**src/sv/slkg_pkg.sv**
```systemverilog
// Shared types and constants for the status LED and key gesture controller.
// No dependencies; imported by every module of the block.
package slkg_pkg;

	localparam int unsigned PROFILE_COUNT_DEF = 16;

	localparam logic [9:0]  ACK_MS          = 10'd500;
	localparam logic [13:0] INFO_HOLD_MS    = 14'd10000;
	localparam logic [6:0]  POLL_MS         = 7'd100;
	localparam logic [9:0]  PHASE_WRAP      = 10'd999;
	localparam logic [9:0]  PHASE_HALF      = 10'd500;
	localparam logic [9:0]  PHASE_Q1        = 10'd250;
	localparam logic [9:0]  PHASE_Q3        = 10'd750;

	localparam logic [15:0] LINK_WINDOW_RST = 16'd0;
	localparam logic [15:0] HOLD_LIMIT_RST  = 16'd6000;
	localparam logic [15:0] TAP_TERM_RST    = 16'd300;
	localparam logic [9:0]  REFRESH_RST     = 10'd150;
	localparam logic [7:0]  WATCHED_RST     = 8'd5;
	localparam logic        GUARD_RST       = 1'b1;
	localparam logic [5:0]  FLASH_RST       = 6'd2;

	typedef enum logic [2:0] {
		OP_TICK    = 3'd0,
		OP_PRESS   = 3'd1,
		OP_RELEASE = 3'd2,
		OP_PROFILE = 3'd3,
		OP_LAYER   = 3'd4
	} op_t;

	typedef enum logic [2:0] {
		REG_LINK_WINDOW = 3'd0,
		REG_HOLD_LIMIT  = 3'd1,
		REG_TAP_TERM    = 3'd2,
		REG_REFRESH     = 3'd3,
		REG_WATCHED     = 3'd4,
		REG_GUARD       = 3'd5
	} reg_idx_t;

	typedef struct packed {
		logic [15:0] link_window_ms;
		logic [15:0] hold_limit_ms;
		logic [15:0] tap_term_ms;
		logic [9:0]  refresh_period_ms;
		logic [7:0]  watched_position;
		logic        guard_enable;
	} cfg_t;

	typedef struct packed {
		logic [2:0] op;
		logic [7:0] key_position;
		logic [3:0] profile_index;
		logic       link_up;
		logic       wired_selected;
		logic       fn_layer_on;
	} item_t;

	typedef struct packed {
		logic led_link_on;
		logic led_info_on;
		logic led_fn_on;
		logic led_warn_on;
		logic led_aux_on;
		logic clear_bonds_pulse;
		logic next_profile_pulse;
		logic toggle_transport_pulse;
	} result_t;

	typedef struct packed {
		logic [9:0]  ms_phase;
		logic [9:0]  refresh_left;
		logic [6:0]  poll_left;
		logic        key_down;
		logic        bond_done;
		logic [15:0] hold_elapsed;
		logic [9:0]  ack_left;
		logic [1:0]  tap_count;
		logic [15:0] tap_wait_left;
		logic        link_prev;
		logic [15:0] link_window_left;
		logic [13:0] info_hold_left;
		logic [5:0]  flash_toggles_left;
		logic        flash_on;
	} state_t;

endpackage

```
**src/sv/status_led_and_key_gesture_ctrl.sv**
```systemverilog
// Status LED and key gesture controller, top level.
// A request is held in the input register, then its result in the result register.
// Throughput: one request per cycle while out_stall is low; out_stall holds the result,
// one more request is taken into the input register meanwhile, then in_stall rises.
// Reset (arst_n, async, active low): config registers to defaults, controller state to
// its reset values, both pipeline stages empty. Depends on slkg_pkg, slkg_cfg, slkg_core.
module status_led_and_key_gesture_ctrl import slkg_pkg::*; #(
	parameter int unsigned PROFILE_COUNT = PROFILE_COUNT_DEF
) (
	input  logic        clk,
	input  logic        arst_n,
	// config write port
	input  logic        cfg_we,
	input  logic [2:0]  cfg_index,
	input  logic [15:0] cfg_data,
	// request channel
	input  logic        in_valid,
	output logic        in_stall,
	input  logic [2:0]  op,
	input  logic [7:0]  key_position,
	input  logic [3:0]  profile_index,
	input  logic        link_up,
	input  logic        wired_selected,
	input  logic        fn_layer_on,
	// result channel
	output logic        out_valid,
	input  logic        out_stall,
	output logic        led_link_on,
	output logic        led_info_on,
	output logic        led_fn_on,
	output logic        led_warn_on,
	output logic        led_aux_on,
	output logic        clear_bonds_pulse,
	output logic        next_profile_pulse,
	output logic        toggle_transport_pulse
);

	cfg_t    cfg;
	item_t   item_s1;
	logic    valid_s1;
	result_t res;
	result_t res_s2;
	logic    valid_s2;
	logic    out_free;
	logic    adv;
	logic    accept;

	// the result register frees when empty or being taken this edge
	assign out_free = !valid_s2 || !out_stall;
	// the stage-1 request is processed (state committed) as it moves to stage 2
	assign adv      = valid_s1 && out_free;
	assign in_stall = valid_s1 && !out_free;
	assign accept   = in_valid && !in_stall;

	slkg_cfg u_cfg (
		.clk    (clk),
		.arst_n (arst_n),
		.we     (cfg_we),
		.index  (cfg_index),
		.data   (cfg_data),
		.cfg    (cfg)
	);

	slkg_core #(
		.PROFILE_COUNT (PROFILE_COUNT)
	) u_core (
		.clk    (clk),
		.arst_n (arst_n),
		.adv    (adv),
		.item   (item_s1),
		.cfg    (cfg),
		.res    (res)
	);

	// input register
	always_ff @(posedge clk or negedge arst_n) begin
		if (!arst_n) begin
			valid_s1 <= 1'b0;
		end else if (accept) begin
			valid_s1 <= 1'b1;
		end else if (adv) begin
			valid_s1 <= 1'b0;
		end
	end

	always_ff @(posedge clk) begin
		if (accept) begin
			item_s1.op             <= op;
			item_s1.key_position   <= key_position;
			item_s1.profile_index  <= profile_index;
			item_s1.link_up        <= link_up;
			item_s1.wired_selected <= wired_selected;
			item_s1.fn_layer_on    <= fn_layer_on;
		end
	end

	// result register
	always_ff @(posedge clk or negedge arst_n) begin
		if (!arst_n) begin
			valid_s2 <= 1'b0;
		end else if (adv) begin
			valid_s2 <= 1'b1;
		end else if (!out_stall) begin
			valid_s2 <= 1'b0;
		end
	end

	always_ff @(posedge clk) begin
		if (adv)
			res_s2 <= res;
	end

	assign out_valid              = valid_s2;
	assign led_link_on            = res_s2.led_link_on;
	assign led_info_on            = res_s2.led_info_on;
	assign led_fn_on              = res_s2.led_fn_on;
	assign led_warn_on            = res_s2.led_warn_on;
	assign led_aux_on             = res_s2.led_aux_on;
	assign clear_bonds_pulse      = res_s2.clear_bonds_pulse;
	assign next_profile_pulse     = res_s2.next_profile_pulse;
	assign toggle_transport_pulse = res_s2.toggle_transport_pulse;

endmodule

```
**src/sv/slkg_cfg.sv**
```systemverilog
// Configuration register file: six registers written through a plain write port.
// Depends on slkg_pkg for cfg_t, register indexes and reset values.
module slkg_cfg import slkg_pkg::*; (
	input  logic        clk,
	input  logic        arst_n,
	input  logic        we,
	input  logic [2:0]  index,
	input  logic [15:0] data,
	output cfg_t        cfg
);

	cfg_t cfg_q;

	always_ff @(posedge clk or negedge arst_n) begin
		if (!arst_n) begin
			cfg_q.link_window_ms    <= LINK_WINDOW_RST;
			cfg_q.hold_limit_ms     <= HOLD_LIMIT_RST;
			cfg_q.tap_term_ms       <= TAP_TERM_RST;
			cfg_q.refresh_period_ms <= REFRESH_RST;
			cfg_q.watched_position  <= WATCHED_RST;
			cfg_q.guard_enable      <= GUARD_RST;
		end else if (we) begin
			case (reg_idx_t'(index))
				REG_LINK_WINDOW: cfg_q.link_window_ms    <= data;
				REG_HOLD_LIMIT:  cfg_q.hold_limit_ms     <= data;
				REG_TAP_TERM:    cfg_q.tap_term_ms       <= data;
				REG_REFRESH:     cfg_q.refresh_period_ms <= data[9:0];
				REG_WATCHED:     cfg_q.watched_position  <= data[7:0];
				REG_GUARD:       cfg_q.guard_enable      <= data[0];
				default: ;
			endcase
		end
	end

	assign cfg = cfg_q;

endmodule

```
**src/sv/slkg_core.sv**
```systemverilog
// Controller state and its single-pass update for one request.
// Depends on slkg_pkg for state, item, config and result types.
module slkg_core import slkg_pkg::*; #(
	parameter int unsigned PROFILE_COUNT = PROFILE_COUNT_DEF
) (
	input  logic    clk,
	input  logic    arst_n,
	input  logic    adv,
	input  item_t   item,
	input  cfg_t    cfg,
	output result_t res
);

	localparam logic [5:0] PROF_MAX = 6'(PROFILE_COUNT - 1);

	state_t st_q;
	state_t nx;

	always_comb begin
		logic        do_ref;
		logic        guarded;
		logic [9:0]  period;
		logic [5:0]  prof;
		op_t         op;

		nx      = st_q;
		do_ref  = 1'b0;
		res     = '0;
		op      = op_t'(item.op);
		guarded = cfg.guard_enable && (item.key_position == cfg.watched_position);
		period  = (cfg.refresh_period_ms == 10'd0) ? 10'd1 : cfg.refresh_period_ms;
		prof    = {2'b00, item.profile_index};
		if (prof >= 6'(PROFILE_COUNT))
			prof = PROF_MAX;

		case (op)
			OP_TICK: begin
				nx.ms_phase = (st_q.ms_phase == PHASE_WRAP) ? 10'd0 : st_q.ms_phase + 10'd1;
				if (st_q.ack_left != 10'd0)
					nx.ack_left = st_q.ack_left - 10'd1;
				if (st_q.link_window_left != 16'd0)
					nx.link_window_left = st_q.link_window_left - 16'd1;
				if (st_q.info_hold_left != 14'd0)
					nx.info_hold_left = st_q.info_hold_left - 14'd1;
				if (st_q.tap_wait_left != 16'd0) begin
					nx.tap_wait_left = st_q.tap_wait_left - 16'd1;
					if (st_q.tap_wait_left == 16'd1) begin
						res.next_profile_pulse = (st_q.tap_count == 2'd1);
						nx.tap_count = 2'd0;
					end
				end
				if (st_q.key_down) begin
					if (st_q.hold_elapsed != 16'hFFFF)
						nx.hold_elapsed = st_q.hold_elapsed + 16'd1;
					if (nx.hold_elapsed >= cfg.hold_limit_ms && !st_q.bond_done) begin
						res.clear_bonds_pulse = 1'b1;
						nx.bond_done          = 1'b1;
						nx.info_hold_left     = INFO_HOLD_MS;
						do_ref                = 1'b1;
					end
					if (st_q.poll_left <= 7'd1) begin
						nx.poll_left = POLL_MS;
						do_ref       = 1'b1;
					end else begin
						nx.poll_left = st_q.poll_left - 7'd1;
					end
				end
				if (st_q.refresh_left <= 10'd1) begin
					nx.refresh_left = 10'd0;
					do_ref          = 1'b1;
				end else begin
					nx.refresh_left = st_q.refresh_left - 10'd1;
				end
			end
			OP_PRESS: begin
				if (guarded) begin
					nx.tap_wait_left = 16'd0;
					nx.key_down      = 1'b1;
					nx.bond_done     = 1'b0;
					nx.hold_elapsed  = 16'd0;
					if (cfg.hold_limit_ms == 16'd0) begin
						res.clear_bonds_pulse = 1'b1;
						nx.bond_done          = 1'b1;
						nx.info_hold_left     = INFO_HOLD_MS;
					end
					nx.poll_left = POLL_MS;
					do_ref       = 1'b1;
				end
			end
			OP_RELEASE: begin
				if (guarded && st_q.key_down) begin
					nx.key_down  = 1'b0;
					nx.poll_left = 7'd0;
					if (st_q.bond_done) begin
						nx.ack_left  = ACK_MS;
						nx.bond_done = 1'b0;
						nx.tap_count = 2'd0;
					end else if (st_q.hold_elapsed <= cfg.tap_term_ms) begin
						if ((st_q.tap_count + 2'd1) >= 2'd2) begin
							nx.tap_count               = 2'd0;
							nx.tap_wait_left           = 16'd0;
							res.toggle_transport_pulse = 1'b1;
						end else begin
							nx.tap_count     = st_q.tap_count + 2'd1;
							nx.tap_wait_left = (cfg.tap_term_ms == 16'd0) ? 16'd1
								: cfg.tap_term_ms;
						end
					end else begin
						nx.tap_count = 2'd0;
					end
					do_ref = 1'b1;
				end
			end
			OP_PROFILE: begin
				nx.info_hold_left     = 14'd0;
				nx.flash_toggles_left = 6'((prof + 6'd1) << 1);
				nx.flash_on           = 1'b0;
				do_ref                = 1'b1;
			end
			OP_LAYER: do_ref = 1'b1;
			default: ;
		endcase

		// refresh step of the info flash
		if (do_ref) begin
			if (nx.flash_toggles_left != 6'd0) begin
				nx.flash_on           = !nx.flash_on;
				nx.flash_toggles_left = nx.flash_toggles_left - 6'd1;
			end else begin
				nx.flash_on = 1'b0;
			end
			nx.refresh_left = period;
		end

		if (item.link_up && !st_q.link_prev)
			nx.link_window_left = cfg.link_window_ms;
		nx.link_prev = item.link_up;

		if (item.wired_selected)
			res.led_link_on = 1'b0;
		else if (!item.link_up)
			res.led_link_on = (nx.ms_phase >= PHASE_HALF);
		else if (cfg.link_window_ms == 16'd0)
			res.led_link_on = 1'b1;
		else
			res.led_link_on = (nx.link_window_left != 16'd0);

		res.led_info_on = nx.flash_on || (nx.info_hold_left != 14'd0);
		if (nx.key_down)
			res.led_warn_on = nx.bond_done
				|| (nx.ms_phase >= PHASE_Q1 && nx.ms_phase < PHASE_HALF)
				|| (nx.ms_phase >= PHASE_Q3);
		else
			res.led_warn_on = (nx.ack_left != 10'd0);
		res.led_fn_on  = item.fn_layer_on;
		res.led_aux_on = item.wired_selected;
	end

	always_ff @(posedge clk or negedge arst_n) begin
		if (!arst_n) begin
			st_q.ms_phase           <= '0;
			st_q.refresh_left       <= REFRESH_RST;
			st_q.poll_left          <= '0;
			st_q.key_down           <= 1'b0;
			st_q.bond_done          <= 1'b0;
			st_q.hold_elapsed       <= '0;
			st_q.ack_left           <= '0;
			st_q.tap_count          <= '0;
			st_q.tap_wait_left      <= '0;
			st_q.link_prev          <= 1'b0;
			st_q.link_window_left   <= '0;
			st_q.info_hold_left     <= '0;
			st_q.flash_toggles_left <= FLASH_RST;
			st_q.flash_on           <= 1'b0;
		end else if (adv) begin
			st_q <= nx;
		end
	end

endmodule
```
**config.mk**
```make
export PLATFORM = sky130hd
export DESIGN_NAME = status_led_and_key_gesture_ctrl
export DESIGN_NICKNAME = d
export VERILOG_FILES = /design/src/sv/slkg_pkg.sv /design/src/sv/status_led_and_key_gesture_ctrl.sv /design/src/sv/slkg_cfg.sv /design/src/sv/slkg_core.sv
export SDC_FILE = /design/constraint.sdc
export NUM_CORES = 1
export LEC_CHECK = 0
export ABC_AREA = 1
export BUFFER_PORTS_ARGS = -buffer_cell sky130_fd_sc_hd__buf_2
export CORE_MARGIN = 1.5
export CORE_UTILIZATION = 57
export CTS_CLUSTER_SIZE = 8
export DETAILED_ROUTE_END_ITERATION = 8
export GPL_TIMING_DRIVEN = 0
export PLACE_DENSITY = 0.8
export SLEW_MARGIN = 10
export SYNTH_ARGS = -nofsm -noshare
export SYNTH_HDL_FRONTEND = slang
export SYNTH_HIERARCHICAL = 1
export SYNTH_SLANG_ARGS = --single-unit
```
**constraint.sdc**
```tcl
create_clock -name clk -period 3.55 [get_ports clk]
set_input_delay 0.1775 -clock clk [delete_from_list [all_inputs] [get_ports clk]]
set_output_delay 0.1775 -clock clk [all_outputs]
set_load 0.01 [all_outputs]
```
# [Yosys cells after proc, flatten, opt, wreduce, memory -nomap -nowiden]
# Index checks and enable logic that the tools add are counted.
[classes] bitwise=3 n_lt_le_gt_ge=9 eq_ne=22 add_sub_neg=11 n_reduce_logical=52 n_mux=64
[op_table] operator="$mux 16" n=10
[op_table] operator="$mux 14" n=5
[op_table] operator="$mux 10" n=6
[op_table] operator="$logic_not 16->1" n=3
[op_table] operator="$pmux 16 s3" n=1
[op_table] operator="$reduce_bool 16->1" n=3
[op_table] operator="$pmux 14 s3" n=1
[op_table] operator="$mux 18" n=2
[op_table] operator="$pmux 16 s2" n=1
[op_table] operator="$sub 16x1->16 const B" n=2
[op_table] operator="$mux 28" n=1
[op_table] operator="$mux 7" n=4
[op_table] operator="$reduce_bool 14->1" n=2
[op_table] operator="$mux 25" n=1
[op_table] operator="$pmux 12 s2" n=1
[op_table] operator="$pmux 7 s3" n=1
[op_table] operator="$mux 20" n=1
[op_table] operator="$reduce_bool 10->1" n=2
[op_table] operator="$sub 10x1->10 const B" n=2
[op_table] operator="$mux 1" n=19
[op_table] operator="$mux 17" n=1
[op_table] operator="$add 16x1->16 const B" n=1
[op_table] operator="$eq 16x1->1 const B" n=1
[op_table] operator="$ge 16x16->1" n=1
[op_table] operator="45 further kinds" n=89
[totals] ff_bits=206 inputBits=42 word_cells=197 out_inout_bits=10

# [Logic depth before layout (Yosys ltp)]
[logic_depth] word_depth=13 mapped_depth=28 depth_no_buf=28

# [Hierarchy]
# The synthesis kept the hierarchy.
[modules_own_cells] module="slkg_core" area_each_um2=9671.8 cells_each=1532 seq_area_each_um2=2783.9 instances=1
[modules_own_cells] module="slkg_cfg" area_each_um2=2755.1 cells_each=301 seq_area_each_um2=1699.1 instances=1
[modules_own_cells] module="status_led_and_key_gesture_ctrl" area_each_um2=875.8 cells_each=38 seq_area_each_um2=830.8 instances=1

# [Worst setup path after synthesis]
# OpenSTA, ideal clock, no wires.
[synth_timing] path_kind="register -> register" startpoint="reg u_core/st_q[67] (netlist name)" endpoint="reg res_s2 (netlist bit led_info_on) (data pin)" path_buffers=0 path_slack_ps=164 required_ps=3296 stages_incl_launch_ff=27 t_arrival_ps=3132 period_less_slack_ps=3386 setup_time_ps=254 path_cell_list="dfrtp_1 > ha_1 > nand2_1 > nor3_1 > nand4_1 > inv_1 > nand2_1 > inv_1 > nor3_1 > nand2_1 > xor2_1 > ha_1 > nand2_1 > nor2_1 > nand2_1 > nand2_1 > nor2_1 > nand2_1 > nand2_1 > nand2_1 > nand4_1 > nand2_1 > inv_1 > nand2_1 > nand2_1 > nor2_1 > nand2_1"
[synth_rtl] item="start, declared" line="slkg_core.sv:16" text="state_t st_q;"
[synth_rtl] item="start signal, assigned" line="slkg_core.sv:176" text="st_q <= nx;"
[synth_rtl] item="end signal, assigned" line="status_led_and_key_gesture_ctrl.sv:110" text="res_s2 <= res;"
[synth_rtl] item="end, declared" line="status_led_and_key_gesture_ctrl.sv:42" text="result_t res_s2;"

==> out/metrics.csv <==
metric,value,unit
status,"complete, but fails checks",
failing checks,negative setup slack,
Iteration-0 DRC Markers,1438,
CP top delay family,simple AND/OR/NAND/NOR gates,
synth unique cells,51,
Synth area leaders,"dfrtp_1 (30%), nand2_1 (17%), nand3_1 (6.7%)",
setup ws final,-0.304,ns
Skew-Pair Late Insertion Delay,0.58,ns
multiplexer share of the synthesized area,0.150,%
hpwl dp,26400,um
NumNets Final,2137,
Final GP Congestion,1.00,
Final Core Density,70.8,%
Reg2Reg Depth,23,
Worst Hold Class,primary input to flip-flop,
area grow syn2layout,21.2,%
power density cells,626,mW/mm2
IO Port Bufs,51,
drt wl/cell,16.9,um
ys async rst share,87.4,%
Via density,5.67,
Mapped Area,0.0133,mm2
multi-input logic area,0.00723,mm2
clk root buf,clkbuf_16,
RR Endpoint,led_info_on$_DFFE_PP_,
critical path class,flip-flop to flip-flop,
max incr delay on CP,0.44,ns
Tmin final,3.85,ns
pin count of the biggest net entering global routing,102,
Syn Nets,1962,
clock net sink count,206,
FMAX,0.259,GHz
"wirelength, routed",40200,um
Worst EP required,3.84,ns
final setup fails,19,
initial core utilization,58.4,%
TritonCTS clock tree,built,
"count leader, synth",nand2_1,
Post-Synth Adder-Cell Area,4.61,%
Worst Tran Pin Value,0.815,ns
clk_skew,0.0499,ns
Fillers,1758,
post-synthesis compound-gate area fraction,9.39,%
die area,0.0243,mm2
I/O pins,52,
slew margin rel.,45.7,%
routed vias,13500,
fin crit share,109,%
H-tree depth,1,
largest family of logic cells by synthesized area,simple AND/OR/NAND/NOR gates,
leakage,0.00809,uW
vias in the first global route,12752,
initial antenna violation count,1,
Post-Synth XOR/XNOR Area,3.03,%
row cnt,55,
hold-critical path depth,5,
post-synthesis sequential area ratio,39.9,%
peak supply drop,0.498,mV
register area,0.00532,mm2
WP data arrival,4.14,ns
Yosys Warn Count,6,
WP buf/inv,3,
Yosys reg bits,206,
drt pass-1 iters,6,
Final Max Slew Viols,0,
die height,156,um
Chip Width,156,um
RSZ-0062 raised after global routing,yes,
Fin. Hold Viols,0,
Yosys top cell by area,dfrtp_1,
R2R Path Start,u_core/st_q[71]$_DFFE_PN0P_,
Post-synth EDFFs,26,
Worst setup SP type,flip-flop,
clock buffer count from CTS,30,
core area,0.0228,mm2
DRC,0,
beginning of the worst hold path,cfg_we,
hold endpoint,u_cfg/cfg[10]$_DFFE_PN1P_,
reg2reg setup slack,-0.30,ns
top post-synthesis cells by count,"nand2_1 (617), inv_1 (209), nand3_1 (178)",
final instance area,0.0161,mm2
crit-path cells,nand2_4 -> nor2_4 -> buf_4 -> nand2_2 -> nor3_4 -> nand3_2 -> nor3_2 -> inv_1 -> nand2_2 -> xnor2_2 -> ha_1 -> nand2_2 -> o21bai_1 -> a21oi_1 -> nor2_1 -> nand2_4 -> nand4_1 -> buf_6 -> nand3b_1 -> nor2_1 -> nand3_1 -> nor2_1 -> nand2_1,
placed cell area,0.0140,mm2
synthesized instance count,1871,
max-cap check violation count,0,
Longest Clk Path Bufs,3,
top_reg_cell synth,dfrtp_1,
Worst-path clk slew,0.06,ns
Antenna Nets Post-Route,0,
Synth Area in Simple Gates,34.5,%
"Max FO, Critical Path",5,
global-route wire length before repair,62900,um
Mapped Avg Cell Area,7.11,um2
slowest CP cell,dfrtp_1,
Yosys top cell area share,29.5,%
Setup crit end kind,flip-flop,
share of post-route cells with drive strength above 1,14.8,%
gr ovfl total,0,
total track usage,32.4,%
-- final cells by class --
type                            instances  share of cell area, %
Inverter                              222                   5.23
Multi-Input combinational cell       1392                   44.9
Clock buffer                           53                   5.25
Timing Repair Buffer                  144                   7.16
Sequential cell                       206                   33.0
Antenna cell                            1                 0.0155
Tap cell                              313                   2.43
Buffer                                 50                   1.84
Clock inverter                          2                  0.241
-- worst min-delay path, cell delays in order --
cell,delay [ns]
buf_2,0.12
nand2_1,0.09
nor2_2,0.09
nand2_1,0.08
nand2_1,0.05
-- how the worst max path moves through the flow --
| stage | from | to | slack (ns) | cells past startpoint |
|---|---|---|---|---|
| after floorplan | u_core/st_q[67]$_DFFE_PN0P_ | led_info_on$_DFFE_PP_ | 0.16 | 26 |
| after global placement | u_core/st_q[67]$_DFFE_PN0P_ | led_info_on$_DFFE_PP_ | -0.90 | 26 |
| after detailed placement | u_core/st_q[67]$_DFFE_PN0P_ | led_info_on$_DFFE_PP_ | -0.93 | 26 |
| after CTS | u_core/st_q[67]$_DFFE_PN0P_ | led_info_on$_DFFE_PP_ | -0.14 | 24 |
| after global routing | u_core/st_q[71]$_DFFE_PN0P_ | led_info_on$_DFFE_PP_ | -0.41 | 24 |
| final | u_core/st_q[71]$_DFFE_PN0P_ | led_info_on$_DFFE_PP_ | -0.30 | 23 |
-- what timing repair did --
action,in CTS,in global routing
buffers inserted,27,22
hold endpoints to repair,156,0
pin swaps,23,34
cloned,1,1
setup endpoints to repair,34,27
gates resized for setup,47,65
hold buffers,43,0
-- report_power, final --
| group | internal, uW | switching, uW | leakage [uW] |
|---|---|---|---|
| Combinational | 1420 | 2430 | 0.00515 |
| Clock | 1600 | 1090 | 0.000418 |
| Sequential | 3000 | 560 | 0.00251 |
| Total | 6010 | 4080 | 0.00809 |
-- layout by cell type, fill, tap and decap left out, types with 4 or more instances in the layout --
| cell type | n |
|---|---|
| nor4_1 | 14 |
| nor2_2 | 7 |
| dfstp_2 | 23 |
| nor3_2 | 6 |
| nor3_1 | 21 |
| nand3_2 | 13 |
| ha_1 | 47 |
| dfrtp_1 | 156 |
| inv_1 | 203 |
| buf_2 | 65 |
| inv_2 | 14 |
| or2_2 | 5 |
| buf_4 | 43 |
| nand2_4 | 11 |
| xor2_1 | 28 |
| xnor2_1 | 15 |
| a21oi_1 | 35 |
| o22ai_1 | 12 |
| o211ai_1 | 6 |
| o21ai_2 | 5 |
| edfxtp_1 | 26 |
| clkbuf_1 | 42 |
| nand2_2 | 19 |
| buf_6 | 17 |
| nor2_4 | 11 |
| nand3_1 | 165 |
| clkbuf_16 | 31 |
| a31oi_1 | 4 |
| nor2_1 | 149 |
| o21ai_1 | 20 |
| nand2_1 | 600 |
| dlygate4sd3_1 | 43 |
| nand4_1 | 23 |
| o21ai_0 | 132 |
-- kinds of logic after synthesis --
| family | count (synthesis) |
|---|---|
| buffers and inverters | 273 |
| multiplexers | 2 |
| XOR/XNOR | 46 |
| flip-flops | 206 |
| AO/OA/AOI/OAI | 233 |
| AND/OR/NAND/NOR | 1062 |
| adder cells (fa/ha/maj) | 49 |
-- sequential cells by signal, summed over array words and instances (netlist names) --
name,flops
led_aux_on,1
led_warn_on,1
led_info_on,1
out_valid,1
item_s1,18
next_profile_pulse,1
valid_s1,1
led_link_on,1
led_fn_on,1
toggle_transport_pulse,1
clear_bonds_pulse,1
u_cfg/cfg,67
u_core/st_q,111
-- routing by layer --
metal  routed length [um]  global-route usage [%]  vias to the layer above
met5                    0                       0                        -
met4                 1740                    14.1                        0
met3                 3300                    4.58                      158
met2                19100                    53.8                      684
met1                16100                    42.6                     6242
li1                     -                       -                     6416
-- metrics by stage --
| stage | setup TNS [ns] | setup slack, ns | std cells | hold slack (ns) | power [uW] |
|---|---|---|---|---|---|
| after floorplan | 0 | 0.164 | 1871 | -0.118 | 6110 |
| after global placement | -117.68 | -0.903 | 2235 | 0.353 | 6880 |
| after detailed placement | -16.05 | -0.934 | 2237 | 0.220 | 7020 |
| after CTS | -0.176 | -0.142 | 2361 | 0.00160 | 9850 |
| after global routing | -6.55 | -0.410 | 2383 | 0.0595 | 10800 |
| final | -3.46 | -0.304 | 2383 | 0.0359 | 10100 |
Power figures use the tool's default switching activity.
